### config.mk
export PLATFORM = sky130hd
export DESIGN_NAME = multi_servo_pwm_scheduler
export DESIGN_NICKNAME = d
export VERILOG_FILES = /design/src/msps_pkg.sv /design/src/msps_timebase.sv /design/src/msps_channels.sv /design/src/multi_servo_pwm_scheduler.sv
export SDC_FILE = /design/constraint.sdc
export NUM_CORES = 1
export LEC_CHECK = 0
export BUFFER_PORTS_ARGS = -buffer_cell sky130_fd_sc_hd__buf_2
export CAP_MARGIN = 10
export CORE_ASPECT_RATIO = 0.6
export CORE_UTILIZATION = 67
export DETAILED_ROUTE_END_ITERATION = 12
export PLACE_DENSITY_LB_ADDON = 0.25
export SLEW_MARGIN = 20
export SYNTH_ARGS = -nofsm -noshare
export SYNTH_HDL_FRONTEND = slang
export SYNTH_SLANG_ARGS = --single-unit
### constraint.sdc
create_clock -name clock -period 6.5 [get_ports clock]
set_input_delay 0.325 -clock clock [delete_from_list [all_inputs] [get_ports clock]]
set_output_delay 0.325 -clock clock [all_outputs]
set_load 0.02 [all_outputs]
### src/msps_pkg.sv
// Shared types, constants and pin map for the servo PWM scheduler.
package msps_pkg;

   localparam int NUM_SERVOS_DEF = 14;
   localparam int MAX_SERVOS     = 24;
   localparam int WIDTH_W        = 15;
   localparam int COUNT_W        = 16;
   localparam int CHAN_W         = 4;
   localparam int PORT_W         = 8;
   localparam int BIT_W          = 3;
   localparam int CSR_ADDR_W     = 2;
   localparam int CSR_DATA_W     = 32;

   localparam logic [WIDTH_W-1:0]    NEUTRAL_WIDTH  = 15'd1500;
   localparam logic [COUNT_W-1:0]    DEFAULT_PERIOD = 16'd20000;
   localparam logic [PORT_W-1:0]     ALL_HIGH       = 8'hFF;
   localparam logic [CSR_ADDR_W-1:0] CSR_PERIOD_ADDR = 2'd0;

   typedef enum logic [1:0] {
      CMD_TICK   = 2'd0,
      CMD_WRITE  = 2'd1,
      CMD_ENABLE = 2'd2
   } cmd_type;

   typedef enum logic [1:0] {
      PORT_A    = 2'd0,
      PORT_B    = 2'd1,
      PORT_C    = 2'd2,
      PORT_NONE = 2'd3
   } port_type;

   localparam port_type PIN_PORT [MAX_SERVOS] = '{
      PORT_A, PORT_A, PORT_A, PORT_B, PORT_B, PORT_B, PORT_A, PORT_C,
      PORT_C, PORT_B, PORT_C, PORT_C, PORT_A, PORT_B, PORT_NONE, PORT_NONE,
      PORT_NONE, PORT_NONE, PORT_NONE, PORT_NONE, PORT_NONE, PORT_NONE,
      PORT_NONE, PORT_NONE
   };

   localparam logic [BIT_W-1:0] PIN_BIT [MAX_SERVOS] = '{
      3'd0, 3'd1, 3'd2, 3'd0, 3'd1, 3'd2, 3'd3, 3'd0,
      3'd1, 3'd3, 3'd6, 3'd7, 3'd6, 3'd7, 3'd0, 3'd0,
      3'd0, 3'd0, 3'd0, 3'd0, 3'd0, 3'd0, 3'd0, 3'd0
   };

   typedef struct packed {
      logic                  tick;
      logic                  set_enable;
      logic                  enable;
      logic                  cfg_we;
      logic [COUNT_W-1:0]    cfg_period;
   } ctrl_type;

   typedef struct packed {
      logic [COUNT_W-1:0] count;
      logic [COUNT_W-1:0] period;
      logic               start;
      logic               drive;
   } status_type;

   typedef struct packed {
      logic               valid;
      logic [CHAN_W-1:0]  channel;
      logic [WIDTH_W-1:0] width;
   } wr_type;

   typedef struct packed {
      logic [PORT_W-1:0] a;
      logic [PORT_W-1:0] b;
      logic [PORT_W-1:0] c;
   } ports_type;

endpackage

### src/msps_timebase.sv
// Period counter, period register and enable/live tracking.
module msps_timebase (
   input  logic                clock,
   input  logic                reset,
   input  msps_pkg::ctrl_type   ctrl,
   output msps_pkg::status_type status
);
   import msps_pkg::*;

   logic [COUNT_W-1:0] count_ff, count_in;
   logic [COUNT_W-1:0] period_ff, period_in;
   logic               enabled_ff, enabled_in;
   logic               live_ff, live_in;
   logic [COUNT_W:0]   count_inc;
   logic               start;
   logic               drive;

   assign start     = (count_ff == '0);
   assign drive     = live_ff | (start & enabled_ff);
   assign count_inc = {1'b0, count_ff} + {{COUNT_W{1'b0}}, 1'b1};

   always_comb begin
      count_in   = count_ff;
      period_in  = ctrl.cfg_we ? ctrl.cfg_period : period_ff;
      enabled_in = enabled_ff;
      live_in    = live_ff;
      if (ctrl.tick) begin
         live_in  = drive;
         count_in = (count_inc >= {1'b0, period_ff}) ? '0 : count_inc[COUNT_W-1:0];
      end
      if (ctrl.set_enable) begin
         enabled_in = ctrl.enable;
         if (!ctrl.enable) begin
            live_in = 1'b0;
         end
      end
   end

   always_ff @(posedge clock) begin
      if (reset) begin
         count_ff   <= '0;
         period_ff  <= DEFAULT_PERIOD;
         enabled_ff <= 1'b1;
         live_ff    <= 1'b1;
      end else begin
         count_ff   <= count_in;
         period_ff  <= period_in;
         enabled_ff <= enabled_in;
         live_ff    <= live_in;
      end
   end

   assign status.count  = count_ff;
   assign status.period = period_ff;
   assign status.start  = start;
   assign status.drive  = drive;

`ifndef SYNTH
   a_wrap_at_period: assert property (@(posedge clock) disable iff (reset)
      ctrl.tick && (count_inc >= {1'b0, period_ff}) |=> count_ff == '0)
      else $error("counter did not wrap at period end");
   a_disable_kills_live: assert property (@(posedge clock) disable iff (reset)
      ctrl.set_enable && !ctrl.enable |=> !live_ff && !enabled_ff)
      else $error("disable did not stop driving");
   a_start_drive: assert property (@(posedge clock) disable iff (reset)
      start && enabled_ff |-> drive)
      else $error("enabled period start not driving");
`endif

endmodule

### src/msps_channels.sv
// Shadow and active pulse widths with per-channel compares to the counter.
module msps_channels #(
   parameter int NUM_SERVOS = msps_pkg::NUM_SERVOS_DEF
) (
   input  logic                 clock,
   input  logic                 reset,
   input  logic                 tick,
   input  msps_pkg::status_type status,
   input  msps_pkg::wr_type     wr,
   output msps_pkg::ports_type  levels
);
   import msps_pkg::*;

   logic [WIDTH_W-1:0] pending_ff [NUM_SERVOS];
   logic [WIDTH_W-1:0] pending_in [NUM_SERVOS];
   logic [WIDTH_W-1:0] active_ff  [NUM_SERVOS];
   logic [WIDTH_W-1:0] active_in  [NUM_SERVOS];
   logic [WIDTH_W-1:0] active_now [NUM_SERVOS];

   always_comb begin
      for (int i = 0; i < NUM_SERVOS; i++) begin
         pending_in[i] = pending_ff[i];
         if (wr.valid && (int'(wr.channel) == i)) begin
            pending_in[i] = wr.width;
         end
         active_now[i] = status.start ? pending_ff[i] : active_ff[i];
         active_in[i]  = tick ? active_now[i] : active_ff[i];
      end
   end

   always_comb begin
      levels.a = ALL_HIGH;
      levels.b = ALL_HIGH;
      levels.c = ALL_HIGH;
      for (int i = 0; i < NUM_SERVOS; i++) begin
         if (status.count >= {1'b0, active_now[i]}) begin
            unique case (PIN_PORT[i])
               PORT_A:    levels.a[PIN_BIT[i]] = 1'b0;
               PORT_B:    levels.b[PIN_BIT[i]] = 1'b0;
               PORT_C:    levels.c[PIN_BIT[i]] = 1'b0;
               PORT_NONE: ;
               default:   ;
            endcase
         end
      end
   end

   always_ff @(posedge clock) begin
      if (reset) begin
         for (int i = 0; i < NUM_SERVOS; i++) begin
            pending_ff[i] <= NEUTRAL_WIDTH;
            active_ff[i]  <= NEUTRAL_WIDTH;
         end
      end else begin
         for (int i = 0; i < NUM_SERVOS; i++) begin
            pending_ff[i] <= pending_in[i];
            active_ff[i]  <= active_in[i];
         end
      end
   end

endmodule

### src/multi_servo_pwm_scheduler.sv
// Servo PWM scheduler: one tick, width write or enable transaction per clock cycle; each
// accepted transaction yields one port-level transaction through the input register, then
// the compare and result register, and a new one is taken every cycle while rsp_stall is
// low. All NUM_SERVOS width compares against the period counter run in parallel, so the
// rate is one transaction per cycle regardless of period length. Width writes land in
// shadow registers and load at the next period start; period_ticks is at byte address 0.
module multi_servo_pwm_scheduler #(
   parameter int NUM_SERVOS = msps_pkg::NUM_SERVOS_DEF
) (
   input  logic                               clock,
   input  logic                               reset,
   input  logic                               req_valid,
   output logic                               req_stall,
   input  logic [1:0]                         req_command,
   input  logic [msps_pkg::CHAN_W-1:0]        req_channel,
   input  logic [msps_pkg::WIDTH_W-1:0]       req_width,
   input  logic                               req_enable,
   output logic                               rsp_valid,
   input  logic                               rsp_stall,
   output logic [msps_pkg::PORT_W-1:0]        rsp_port_a,
   output logic [msps_pkg::PORT_W-1:0]        rsp_port_b,
   output logic [msps_pkg::PORT_W-1:0]        rsp_port_c,
   output logic                               rsp_period_start,
   input  logic                               psel,
   input  logic                               penable,
   input  logic                               pwrite,
   input  logic [msps_pkg::CSR_ADDR_W-1:0]    paddr,
   input  logic [msps_pkg::CSR_DATA_W-1:0]    pwdata,
   output logic [msps_pkg::CSR_DATA_W-1:0]    prdata,
   output logic                               pready
);
   import msps_pkg::*;

   logic               in_valid_ff, in_valid_in;
   logic [1:0]         cmd_ff;
   logic [CHAN_W-1:0]  channel_ff;
   logic [WIDTH_W-1:0] width_ff;
   logic               enable_ff;
   logic               out_valid_ff, out_valid_in;
   ports_type          out_ports_ff;
   logic               out_start_ff;
   ports_type          held_ff, held_in;
   logic               advance;
   logic               in_load;
   logic               is_tick;
   ctrl_type           ctrl;
   status_type         status;
   wr_type             wr;
   ports_type          levels;

   assign advance   = in_valid_ff & (~out_valid_ff | ~rsp_stall);
   assign req_stall = in_valid_ff & ~advance;
   assign in_load   = req_valid & ~req_stall;
   assign is_tick   = advance & (cmd_ff == CMD_TICK);

   assign pready = 1'b1;
   assign prdata = (paddr == CSR_PERIOD_ADDR) ? CSR_DATA_W'(status.period) : '0;

   assign ctrl.tick       = is_tick;
   assign ctrl.set_enable = advance & (cmd_ff == CMD_ENABLE);
   assign ctrl.enable     = enable_ff;
   assign ctrl.cfg_we     = psel & penable & pwrite & pready & (paddr == CSR_PERIOD_ADDR);
   assign ctrl.cfg_period = pwdata[COUNT_W-1:0];

   assign wr.valid   = advance & (cmd_ff == CMD_WRITE);
   assign wr.channel = channel_ff;
   assign wr.width   = width_ff;

   msps_timebase u_timebase (
      .clock  (clock),
      .reset  (reset),
      .ctrl   (ctrl),
      .status (status)
   );

   msps_channels #(
      .NUM_SERVOS (NUM_SERVOS)
   ) u_channels (
      .clock  (clock),
      .reset  (reset),
      .tick   (is_tick),
      .status (status),
      .wr     (wr),
      .levels (levels)
   );

   always_comb begin
      in_valid_in  = in_load | (in_valid_ff & ~advance);
      held_in      = (is_tick && status.drive) ? levels : held_ff;
      out_valid_in = advance | (out_valid_ff & rsp_stall);
   end

   always_ff @(posedge clock) begin
      if (reset) begin
         in_valid_ff  <= 1'b0;
         out_valid_ff <= 1'b0;
         held_ff      <= '{a: ALL_HIGH, b: ALL_HIGH, c: ALL_HIGH};
      end else begin
         in_valid_ff  <= in_valid_in;
         out_valid_ff <= out_valid_in;
         held_ff      <= held_in;
      end
   end

   always_ff @(posedge clock) begin
      if (in_load) begin
         cmd_ff     <= req_command;
         channel_ff <= req_channel;
         width_ff   <= req_width;
         enable_ff  <= req_enable;
      end
      if (advance) begin
         out_ports_ff <= held_in;
         out_start_ff <= is_tick & status.start;
      end
   end

   assign rsp_valid        = out_valid_ff;
   assign rsp_port_a       = out_ports_ff.a;
   assign rsp_port_b       = out_ports_ff.b;
   assign rsp_port_c       = out_ports_ff.c;
   assign rsp_period_start = out_start_ff;

`ifndef SYNTH
   a_unmapped_high: assert property (@(posedge clock) disable iff (reset)
      rsp_valid |-> (rsp_port_a[5:4] == 2'b11) && rsp_port_a[7] && (rsp_port_b[6:4] == 3'b111)
                    && (rsp_port_c[5:2] == 4'hF))
      else $error("unmapped port bit driven low");
   a_stall_only_full: assert property (@(posedge clock) disable iff (reset)
      req_stall |-> in_valid_ff && out_valid_ff && rsp_stall)
      else $error("input stalled with room downstream");
   a_start_only_tick: assert property (@(posedge clock) disable iff (reset)
      advance && (cmd_ff != CMD_TICK) |=> !rsp_period_start)
      else $error("period start flagged on non-tick transaction");
   a_held_only_tick: assert property (@(posedge clock) disable iff (reset)
      !is_tick |=> $stable(held_ff))
      else $error("held ports changed without a tick");
`endif

endmodule

# Word-level counts from Yosys, hierarchy flattened
# Memory sizes are Yosys's and may differ from the RTL's.
# Index checks and enable logic that the tools add are counted.
[word_totals]
regBits = 107
mem_bits_rw = 420
input_bits = 63
out_inout_bits = 60
wordCells = 210
mem_count = 2
[mem_list]
columns = ["name", "words", "word_bits", "rd", "rd_clocked_by_memory_dff", "write_ports", "line", "source"]
rows = [
  ["u_channels.active_ff", 14, 15, 14, 0, 14, "msps_channels.sv:16", "logic [WIDTH_W-1:0] active_ff [NUM_SERVOS];"],
  ["u_channels.pending_ff", 14, 15, 14, 0, 14, "msps_channels.sv:14", "logic [WIDTH_W-1:0] pending_ff [NUM_SERVOS];"],
]
[classes]
add_sub_neg = 1
n_lt_le_gt_ge = 15
eq_ne = 15
n_mux = 93
bitwise_logic = 48
n_reduce_logical = 19
[ops]
columns = ["operator", "n"]
rows = [
  ["$mux W15", 70],
  ["$ge A16 B15 Y1", 14],
  ["$eq A4 B4 Y1 const B", 8],
  ["$mux W16", 2],
  ["$or A1 B1 Y1", 32],
  ["$mux W24", 1],
  ["$mux W1", 20],
  ["$add A16 B1 Y17 const B", 1],
  ["$ge A17 B16 Y1", 1],
  ["$eq A4 B3 Y1 const B", 4],
  ["$logic_not A16 Y1", 1],
  ["$logic_and A1 B1 Y1", 15],
  ["$and A1 B1 Y1", 12],
  ["$eq A4 B2 Y1 const B", 1],
  ["$logic_not A2 Y1", 2],
  ["$logic_not A4 Y1", 1],
  ["$not A1 Y1", 4],
  ["$eq A2 B1 Y1 const B", 1],
  ["$eq A2 B2 Y1 const B", 1],
]

# Longest topological paths before layout
[logic_depth]
word_depth = 8
mapped_depth = 16
ltp_nobuf = 13

# Hierarchy
# Synthesis repeated with hierarchy kept, for this count alone.
[unflattened]
hier_cells = 2945
hier_area_um2 = 26489.2
[modules_own_cells]
columns = ["mod", "n_inst", "cells_per_inst", "area_per_inst_um2"]
rows = [
  ["msps_channels", 1, 2491, 21499.4],
  ["multi_servo_pwm_scheduler", 1, 215, 2959.1],
  ["msps_timebase", 1, 239, 2030.7],
]

# Worst setup path before layout
# Ideal clock, no wire load.
[synth_path]
path_type = "register -> register"
startpoint = "register u_timebase.count_ff[1]"
endpoint = "register out_ports_ff (netlist bit rsp_port_a[3]), data pin"
setup_ps = 132
arrival_ps = 3316
slack_ps = 3052
path_stages_with_launch = 15
path_buffers = 2
period_less_slack_ps = 3448
cell_sequence = "dfxtp_1 -> inv_1 -> ha_1 -> nor4b_2 -> nand4_1 -> clkbuf_1 -> buf_2 -> mux2i_1 -> ha_1 -> a21o_1 -> a21o_1 -> a221o_1 -> a2111oi_0 -> o211ai_1 -> nand2_1"
[synth_lines]
columns = ["item", "line", "source"]
rows = [
  ["start: declaration", "msps_timebase.sv:10", "logic [COUNT_W-1:0] count_ff, count_in;"],
  ["start signal: assignment", "msps_timebase.sv:46", "count_ff <= count_in;"],
  ["end signal: assignment", "multi_servo_pwm_scheduler.sv:113", "out_ports_ff <= held_in;"],
  ["end: declaration", "multi_servo_pwm_scheduler.sv:40", "ports_type out_ports_ff;"],
]

==> impl_metrics.py <==
metrics = {
    "clock_network": {
        "cts_sinks": 527,
        "cts-resized-gates": 0,
        "cts_tree": "done",
        "clockBufferDepth": 3,
        "path_clk_slew_ns": 0.07,
        "postCtsHoldBufs": 39,
        "clk-insertion-delay-late_ns": 0.58,
        "root_buffer": "clkbuf_16",
        "cts_made_buffers": 47,
        "post_cts_buffers": 0,
        "htreeDepth": 2,
    },
    "min_path": {
        "holdCritStartpoint": "rsp_stall",
        "hold_path_class": "in -> reg",
        "hold_depth": 3,
        "holdPathEnd": "rsp_valid$_SDFF_PP0_",
    },
    "critical_path": {
        "required_ns": 6.95,
        "r2r-start": "u_timebase.count_ff[0]$_SDFFE_PP0P_",
        "crit_fanout": 40,
        "critical_path_arrival_ns": 5.02,
        "worst_r2r_endpoint": "rsp_port_b[7]$_DFFE_PP_",
        "rr_worst_depth": 13,
        "end_kind": "flop",
        "worst-setup-path-type": "reg -> reg",
        "worstSetupStartpointType": "flop",
        "reg2reg_slack_ns": 1.93,
    },
    "place": {
        "place.gp.congestion": 0.861,
        "io_buffers": 89,
        "dp_cells": 3502,
        "dp_hpwl_um": 44500,
        "dpl-instance-area_um2": 26900,
    },
    "drt": {
        "first_iter_violations": 3056,
        "ant_nets": 0,
        "viasPerCell": 6.26,
        "firstDrtPassIters": 6,
        "drc": 0,
        "vias": 22700,
        "wire_per_inst_um": 20.5,
        "wirelength_um": 74300,
    },
    "synth": {
        "synthArstFlopShare": 0,
        "ys_seq_area_frac": 0.419,
        "yosysMostFrequentCell": "nand2_1",
        "syn_area_um2": 26300,
        "synth_edf_count": 47,
        "synthTopCellsByArea": "dfxtp_1 (37%), nand2_1 (14%), ha_1 (11%)",
        "ys.flop_type": "dfxtp_1",
        "yosys.area.top_type": "dfxtp_1",
        "postSynthAreaPerCell_um2": 8.60,
        "ys.warnings.count": 0,
        "ys_seq_elements": 527,
        "yosysTopAreaCellShare": 0.365,
        "synth_cell_types": 58,
        "syn-instance-count": 3056,
        "yosys-top-cells-count": "nand2_1 (957), dfxtp_1 (480), a21oi_1 (275)",
    },
    "sta": {
        "timing.fmax_mhz": 219,
        "rsz0062_at_grt": "false",
        "finalCritPeriodShare": 0.703,
        "setup_viol": 0,
        "tns_ns": 0,
        "maxSlewHeadroom": 0.184,
        "slew_violations": 0,
        "fin_worst_skew_ns": 0.0199,
        "period_needed_ns": 4.57,
        "hold_viol": 0,
        "tightestPinTransition_ns": 1.22,
    },
    "final_layout": {
        "diodes": 0,
        "final_layout_size_suffix_gt1_frac": 0.0738,
        "nets": 3369,
        "final_cells": 3630,
        "synthToLayoutAreaGrowth_pct": 9.92,
        "num-fill-cells": 2652,
        "final_area_um2": 28900,
    },
    "grt": {
        "grt_pass1_wl_um": 116000,
        "grt_max_degree": 286,
        "first_global_vias": 21900,
        "grt_overflow": 0,
        "grt_usage": 0.365,
        "grt_antenna_before_repair": 0,
    },
    "die": {
        "die_h_um": 155,
        "die_x_um": 258,
        "die_area_um2": 40100,
        "initial_core_util": 0.688,
        "rows": 55,
        "io-pin-count": 123,
        "core_um2": 38200,
    },
    "status": {
        "status": "completed",
    },
    "power_and_ir_drop": {
        "p_leak_nw": 12.3,
        "max-vdd-ir-drop_mv": 0.199,
        "power_density_nw_per_um2": 229,
    },
    "run": {
        "max_cap_viol_count": 0,
    },
}
## report_power, final
group	leakage [nW]	total, mW	switching, mW	internal (mW)
registers	4.28	3.39	0.0716	3.32
logic	7.22	0.320	0.201	0.119
clock network	0.786	2.91	1.27	1.64
total	12.3	6.62	1.54	5.08
## through the flow
step / hold slack [ns] / setup slack (ns) / utilization / power, mW
2_1_floorplan: 0.406 / 3.05 / - / 3.65
3_3_place_gp: 0.417 / 2.33 / 0.703 / 3.74
3_5_place_dp: 0.421 / 2.10 / 0.703 / 3.75
4_1_cts: 0.0459 / 2.07 / 0.756 / 6.62
5_1_grt: 0.0576 / 1.74 / 0.757 / 6.78
6_report: 0.0581 / 1.93 / 0.757 / 6.62
## layout by cell type (no fill, tap or decap), drive strengths merged, types with 22 or more instances in the layout
cell type    instances
a21o                47
nand2b              28
mux2i              196
nor2                59
edfxtp              47
nand4               24
nand3b             211
o21ai               26
a211oi              22
inv                 30
dfxtp              480
a21oi              276
buf                130
nor3                36
clkbuf              73
dlygate4sd3         39
nand2              957
ha                 228
## worst max-delay path by stage
stage                                                   start                      end  slack, ns  depth (start not counted)
after global placement    u_timebase.count_ff[0]$_SDFFE_PP0P_  rsp_port_c[6]$_DFFE_PP_       2.33                         13
after detailed placement  u_timebase.count_ff[0]$_SDFFE_PP0P_  rsp_port_b[7]$_DFFE_PP_       2.10                         13
after floorplan           u_timebase.count_ff[1]$_SDFFE_PP0P_  rsp_port_a[3]$_DFFE_PP_       3.05                         14
after global routing      u_timebase.count_ff[0]$_SDFFE_PP0P_  rsp_port_c[6]$_DFFE_PP_       1.74                         13
after CTS                 u_timebase.count_ff[0]$_SDFFE_PP0P_  rsp_port_b[7]$_DFFE_PP_       2.07                         13
final                     u_timebase.count_ff[0]$_SDFFE_PP0P_  rsp_port_b[7]$_DFFE_PP_       1.93                         13
## area by class of cell
class | count | area, µm² | area share
Multi-Input combinational cell | 2304 | 14300 | 0.495
Sequential cell | 527 | 11000 | 0.381
Clock buffer | 73 | 1440 | 0.0497
Timing Repair Buffer | 169 | 1230 | 0.0425
Tap cell | 513 | 642 | 0.0222
Clock inverter | 15 | 168 | 0.00580
Inverter | 29 | 114 | 0.00394
## metal layers
layer  global-route usage  wire (µm)  share of wire
met2                0.581      32900           0.44
met3               0.0759       8130           0.11
met4                0.149       2750          0.037
met5                    0          0              0
met1                0.485      30600           0.41
## flip-flops by register name, summed over array words and instances, names as in the netlist, 2 cells and up
register and cells:
u_channels.active_ff 210, u_channels.pending_ff 210, held_ff 24, u_timebase.count_ff 16
u_timebase.period_ff 16, width_ff 15, rsp_port_a 8, rsp_port_b 8
rsp_port_c 8, channel_ff 4, cmd_ff 2
## cell families (layout without fill, tap and decap cells)
family                     count (synthesis)  in the layout  share of synthesized area
xor gates and xnor gates                  14             14                    0.00466
DFF                                      527            527                      0.419
and+or+nand+nor                         1400           1400                      0.250
buffers and inverters                    240            286                     0.0410
adders and majority gates                228            228                      0.109
AOI/OAI and AO/OA                        449            449                      0.102
other                                      2             17                   0.000286
muxes                                    196            196                     0.0746
## worst max-delay path, cell delays in order (launching register included)
cell and delay, ns:
dfxtp_1 0.37, inv_1 0.08, buf_4 0.32, ha_1 0.21, nor4b_2 0.27, and4_4 0.78
buf_4 0.38, mux2i_1 0.24, ha_1 0.27, a21o_1 0.16, a211oi_1 0.29, o21ai_0 0.19
nor3_1 0.67, a21o_1 0.15
(Power assumes the default switching activity.)
